## config.mk

```make
export PLATFORM = sky130hd
export DESIGN_NAME = psp_step
export DESIGN_NICKNAME = d
export VERILOG_FILES = /design/src/rtl/psp_pkg.sv /design/src/rtl/psp_step.sv
export SDC_FILE = /design/constraint.sdc
export NUM_CORES = 1
export LEC_CHECK = 0
export CAP_MARGIN = 20
export CELL_PAD_IN_SITES_DETAIL_PLACEMENT = 1
export CELL_PAD_IN_SITES_GLOBAL_PLACEMENT = 1
export CORE_UTILIZATION = 45
export DETAILED_ROUTE_END_ITERATION = 12
export DONT_BUFFER_PORTS = 1
export PLACE_DENSITY_LB_ADDON = 0.1
export RECOVER_POWER = 50
export SLEW_MARGIN = 20
export SYNTH_ARGS = -nofsm -noshare
export SYNTH_HDL_FRONTEND = slang
export SYNTH_SLANG_ARGS = --single-unit
```

## constraint.sdc

```tcl
create_clock -name vclk -period 3.3
set_clock_uncertainty 0.15 [all_clocks]
set_input_delay 0.33 -clock vclk [all_inputs]
set_output_delay 0.33 -clock vclk [all_outputs]
set_load 0.05 [all_outputs]
```

## src/rtl/psp_pkg.sv

```systemverilog
// Shared types and character codes for the selector parser.
`default_nettype none
package psp_pkg;

	localparam int CH_W  = 8;
	localparam int NUM_W = 16;
	localparam int LEN_W = 6;
	localparam int IDX_W = 5;

	localparam logic [CH_W-1:0] CH_NUL     = 8'h00;
	localparam logic [CH_W-1:0] CH_DQUOTE  = 8'h22;
	localparam logic [CH_W-1:0] CH_HASH    = 8'h23;
	localparam logic [CH_W-1:0] CH_SQUOTE  = 8'h27;
	localparam logic [CH_W-1:0] CH_SLASH   = 8'h2F;
	localparam logic [CH_W-1:0] CH_ZERO    = 8'h30;
	localparam logic [CH_W-1:0] CH_NINE    = 8'h39;
	localparam logic [CH_W-1:0] CH_UP_A    = 8'h41;
	localparam logic [CH_W-1:0] CH_UP_F    = 8'h46;
	localparam logic [CH_W-1:0] CH_UP_H    = 8'h48;
	localparam logic [CH_W-1:0] CH_LO_A    = 8'h61;
	localparam logic [CH_W-1:0] CH_LO_F    = 8'h66;

	localparam logic [LEN_W-1:0] NUMBER_LEN = 6'd2;

	typedef enum logic [2:0] {
		ST_BUSY    = 3'd0,
		ST_DONE    = 3'd1,
		ST_DONE_NC = 3'd2,
		ST_NONE    = 3'd3,
		ST_ERROR   = 3'd4
	} status_t;

	typedef enum logic [1:0] {
		KIND_EMPTY  = 2'd0,
		KIND_STRING = 2'd1,
		KIND_NUMBER = 2'd2
	} kind_t;

	typedef enum logic [4:0] {
		MODE_IDLE      = 5'b00001,
		MODE_STRING    = 5'b00010,
		MODE_HEX       = 5'b00100,
		MODE_HEX_CLOSE = 5'b01000,
		MODE_DECIMAL   = 5'b10000
	} mode_t;

	typedef struct packed {
		status_t          status;
		kind_t            kind;
		logic [NUM_W-1:0] number;
		logic [LEN_W-1:0] length;
		logic [CH_W-1:0]  lit_byte;
		logic             lit_valid;
		logic [IDX_W-1:0] lit_index;
	} result_t;

endpackage
`default_nettype wire

```

## src/rtl/psp_step.sv

```systemverilog
// Next-state and result logic for one character of the selector parser.
`default_nettype none
module psp_step import psp_pkg::*; #(
	parameter int LITERAL_MAX = 32,
	parameter int CNT_W       = 6
) (
	input  wire mode_t            mode,
	input  wire [NUM_W-1:0]       acc,
	input  wire [CNT_W-1:0]       cnt,
	input  wire                   too_long,
	input  wire [CH_W-1:0]        ch,
	output mode_t                 mode_d,
	output logic [NUM_W-1:0]      acc_d,
	output logic [CNT_W-1:0]      cnt_d,
	output logic                  too_long_d,
	output result_t               res
);

	logic       is_dec;
	logic       is_hex;
	logic [3:0] hex_val;
	logic [NUM_W-1:0] dec_next;

	always_comb begin
		is_dec = (ch >= CH_ZERO) && (ch <= CH_NINE);
		is_hex = is_dec;
		hex_val = ch[3:0];
		if (((ch >= CH_UP_A) && (ch <= CH_UP_F)) || ((ch >= CH_LO_A) && (ch <= CH_LO_F))) begin
			is_hex = 1'b1;
			hex_val = 4'(ch[3:0] + 4'd9);
		end
		// acc * 10 + digit, wraps to 16 bits
		dec_next = NUM_W'((acc << 3) + (acc << 1) + {{(NUM_W-4){1'b0}}, ch[3:0]});
	end

	always_comb begin
		mode_d     = mode;
		acc_d      = acc;
		cnt_d      = cnt;
		too_long_d = too_long;
		res        = '0;
		res.status = ST_BUSY;
		res.kind   = KIND_EMPTY;

		unique case (mode)
			MODE_IDLE: begin
				if (ch == CH_SLASH) begin
					res.status = ST_DONE;
				end else if (ch == CH_DQUOTE) begin
					mode_d = MODE_STRING;
				end else if (ch == CH_SQUOTE) begin
					mode_d = MODE_HEX;
				end else if (ch == CH_HASH) begin
					mode_d = MODE_DECIMAL;
				end else begin
					res.status = ST_NONE;
				end
			end
			MODE_STRING: begin
				if (ch == CH_NUL) begin
					res.status = ST_ERROR;
					mode_d = MODE_IDLE;
					acc_d = '0;
					cnt_d = '0;
					too_long_d = 1'b0;
				end else if (ch == CH_DQUOTE) begin
					if (too_long) begin
						res.status = ST_ERROR;
					end else begin
						res.status = ST_DONE;
						res.kind   = KIND_STRING;
						res.length = LEN_W'(cnt);
					end
					mode_d = MODE_IDLE;
					acc_d = '0;
					cnt_d = '0;
					too_long_d = 1'b0;
				end else if (cnt < CNT_W'(LITERAL_MAX)) begin
					res.lit_byte  = ch;
					res.lit_valid = 1'b1;
					res.lit_index = IDX_W'(cnt);
					cnt_d = CNT_W'(cnt + 1'b1);
				end else begin
					too_long_d = 1'b1;
				end
			end
			MODE_HEX: begin
				if (ch == CH_SQUOTE) begin
					mode_d = MODE_HEX_CLOSE;
				end else if (!is_hex) begin
					res.status = ST_ERROR;
					mode_d = MODE_IDLE;
					acc_d = '0;
					cnt_d = '0;
					too_long_d = 1'b0;
				end else begin
					acc_d = {acc[NUM_W-5:0], hex_val};
				end
			end
			MODE_HEX_CLOSE: begin
				if (ch == CH_UP_H) begin
					res.status = ST_DONE;
					res.kind   = KIND_NUMBER;
					res.number = acc;
					res.length = NUMBER_LEN;
				end else begin
					res.status = ST_ERROR;
				end
				mode_d = MODE_IDLE;
				acc_d = '0;
				cnt_d = '0;
				too_long_d = 1'b0;
			end
			MODE_DECIMAL: begin
				if (is_dec) begin
					acc_d = dec_next;
				end else begin
					res.status = ST_DONE_NC;
					res.kind   = KIND_NUMBER;
					res.number = acc;
					res.length = NUMBER_LEN;
					mode_d = MODE_IDLE;
					acc_d = '0;
					cnt_d = '0;
					too_long_d = 1'b0;
				end
			end
			default: begin
				mode_d = MODE_IDLE;
				acc_d = '0;
				cnt_d = '0;
				too_long_d = 1'b0;
			end
		endcase
	end

endmodule
`default_nettype wire

```

==> impl_metrics.env <==
export IMPL_drv_slew=0
export IMPL_fill_cells=573
export IMPL_hold_depth=2
export IMPL_grt_pass1_wl_um=12200
export IMPL_yosysWarnings=0
export IMPL_synth_distinct_cells=63
export IMPL_netlist_area_um2=2090
export IMPL_finalPower_uw=313
export IMPL_dp_cells=378
export IMPL_register_area_um2=0
export IMPL_die_area_um2=4930
export IMPL_hpwl_um=6190
export IMPL_utilization_pct=59.6
export IMPL_max_stage_delay_ns=0.52
export IMPL_worstPathMaxFanout=5
export IMPL_p_switching_uw=196
export IMPL_first_pass_iters=4
export IMPL_worstSetupPathType="in2out"
export IMPL_core_area_um2=4410
export IMPL_start_util_pct=47.4
export IMPL_crit_chain="inv_1, fa_1, inv_1, fa_1, a211oi_2, o211ai_1, a221oi_2, xor2_1, o21ai_2, buf_12"
export IMPL_fin_nets=400
export IMPL_gp_congestion=0.858
export IMPL_seq_area_frac_synth_pct=0
export IMPL_clock_buffers=0
export IMPL_final_cell_mix="ha_1, buf_4, nor2_1"
export IMPL_leakagePower_uw=0.00112
export IMPL_ir_drop_v=0.0000941
export IMPL_swShare_pct=62.5
export IMPL_cap_violations=0
export IMPL_dp_slack_ns=-0.0231
export IMPL_setup_viol=0
export IMPL_cts_hold_buf=0
export IMPL_status="complete, no violations"
export IMPL_max_freq_ghz=0.316
export IMPL_die_h_um=70.2
export IMPL_antenna_left=0
export IMPL_period_needed_ns=3.17
export IMPL_post_route_drc_count=0
export IMPL_seq_cells=0
export IMPL_clkPwrFrac_pct=0
export IMPL_hold_end="res[7]"
export IMPL_cp_slowest_cell="fa_1"
export IMPL_synthCells=288
export IMPL_multi_input_area_um2=2030
export IMPL_antenna_found_initial=0
export IMPL_comb_power_share_pct=100.0
export IMPL_drt_iter0_markers=91
export IMPL_vias_per_cell=6.63
export IMPL_synth_nets=359
export IMPL_wl_per_cell_um=19.8
export IMPL_layout_drive_gt1_share_pct=22.3
export IMPL_cp_startpoint="acc[0]"
export IMPL_die_w_um=70.2
export IMPL_num_io_pins=105
export IMPL_io_buffers=0
export IMPL_final_common_cell="ha_1"
export IMPL_row_count=24
export IMPL_hold_violations=0
export IMPL_worstSetupEndpointType="output port"
export IMPL_p_int_uw=118
export IMPL_slew_headroom_pct=30.3
export IMPL_worst_slew_pin_transition_ns=1.04
export IMPL_vias=2514
export IMPL_overflow=0
export IMPL_gr_usage_all_layers_pct=30.0
export IMPL_diodes=0
export IMPL_fin_cells=379
export IMPL_crit_arrival_ns=2.69
export IMPL_syn_to_final_growth_pct=25.6
export IMPL_startpoint_type="input port"
export IMPL_period_share_pct=96.0
export IMPL_required_ns=2.82
export IMPL_worstHoldPathType="in2out"
export IMPL_avgSynthCellArea_um2=7.27
export IMPL_worstHoldStart="cnt[5]"
export IMPL_setup_slack_ns=0.131
export IMPL_seqPwrFrac_pct=0
export IMPL_rsz0062_at_grt="true"
export IMPL_whs_ns=0.709
export IMPL_powerDensity_nw_per_um2=119
export IMPL_grt_max_degree=19
export IMPL_wl_um=7520
export IMPL_grt_pass1_vias=2439
## synthesized netlist by cell type (2+ instances only)
library cell	count	share of area [%]
a2111oi_0	2	0.84
a211oi_1	8	2.9
a21o_1	8	2.9
a21oi_1	13	3.1
a221o_1	2	0.96
a221o_2	2	1.1
a22oi_1	10	3.6
a31oi_1	4	1.2
a41oi_1	2	0.84
and2_1	28	8.4
and3_1	4	1.2
buf_2	3	0.72
buf_6	4	2.2
clkbuf_1	2	0.36
fa_1	2	1.9
ha_1	33	20
inv_1	13	2.3
nand2_1	19	3.4
nand3_1	9	2.2
nand4_1	5	1.5
nand4b_1	2	0.84
nor2_1	21	3.8
nor2b_1	5	1.5
nor3_1	11	2.6
nor3_2	2	0.96
o211ai_1	2	0.72
o21ai_0	18	4.3
o21ai_1	3	0.72
o21ai_2	2	0.84
o21bai_1	3	1.1
o31ai_1	3	1.1
o41ai_1	3	1.3
xnor2_1	3	1.3
xor2_1	8	3.3
## timing repair
action,CTS,global route
endpoints found under the setup margin,1,5
gates resized for setup,1,4
pin swaps,0,2
setup buffers,0,1
## power by group through the flow
stage / Clock [µW] / Combinational, µW / Sequential, µW
2_1_floorplan: 0 / 237 / 0
3_3_place_gp: 0 / 288 / 0
3_5_place_dp: 0 / 299 / 0
4_1_cts: 0 / 303 / 0
5_1_grt: 0 / 340 / 0
6_report: 0 / 313 / 0
## area by class of cell
type / instances / share of cell area [%]
repair buffers: 49 / 18.4
inverters: 13 / 1.86
well taps: 52 / 2.47
multi-input cells: 265 / 77.3
## cells by family (layout without fill, tap and decap cells)
kind of cell	count (synthesis)	after routing	share of synthesized area (%)
AOI/OAI and AO/OA	99	99	35.8
xor gates and xnor gates	11	11	4.60
adders and majority gates	35	35	21.6
buffers and inverters	23	62	5.92
muxes	1	1	0.478
and+or+nand+nor	119	119	31.6
## critical path, delay by kind of cell
kind / cells / cell delay [ns]
fa+ha+maj: 2 / 0.99
compound gates: 4 / 0.90
buf+inv: 3 / 0.26
xor+xnor: 1 / 0.21
## metrics by stage
step | cell area [µm²] | TNS, ns
5_1_grt | 2630 | -0.0117
2_1_floorplan | 2110 | -0.150
4_1_cts | 2640 | 0
3_5_place_dp | 2640 | -0.0231
3_3_place_gp | 2640 | 0
6_report | 2630 | 0
## worst max-delay path by stage
stage / endpoint / cells past startpoint
floorplan: acc_d[12] / 9
global placement: acc_d[14] / 10
detailed placement: acc_d[14] / 10
CTS: acc_d[14] / 10
global route: acc_d[14] / 10
finish: acc_d[14] / 10
## layer usage
metal  vias up  global-route usage (%)  part of all wire (%)
met4         0                    2.67                  0.85
li1       1194                       -                     -
met5         -                       0                     0
met3         8                    2.89                   5.0
met2       118                    54.0                    49
met1      1194                    39.8                    46
Note: power is estimated with default switching activity, not from simulation.
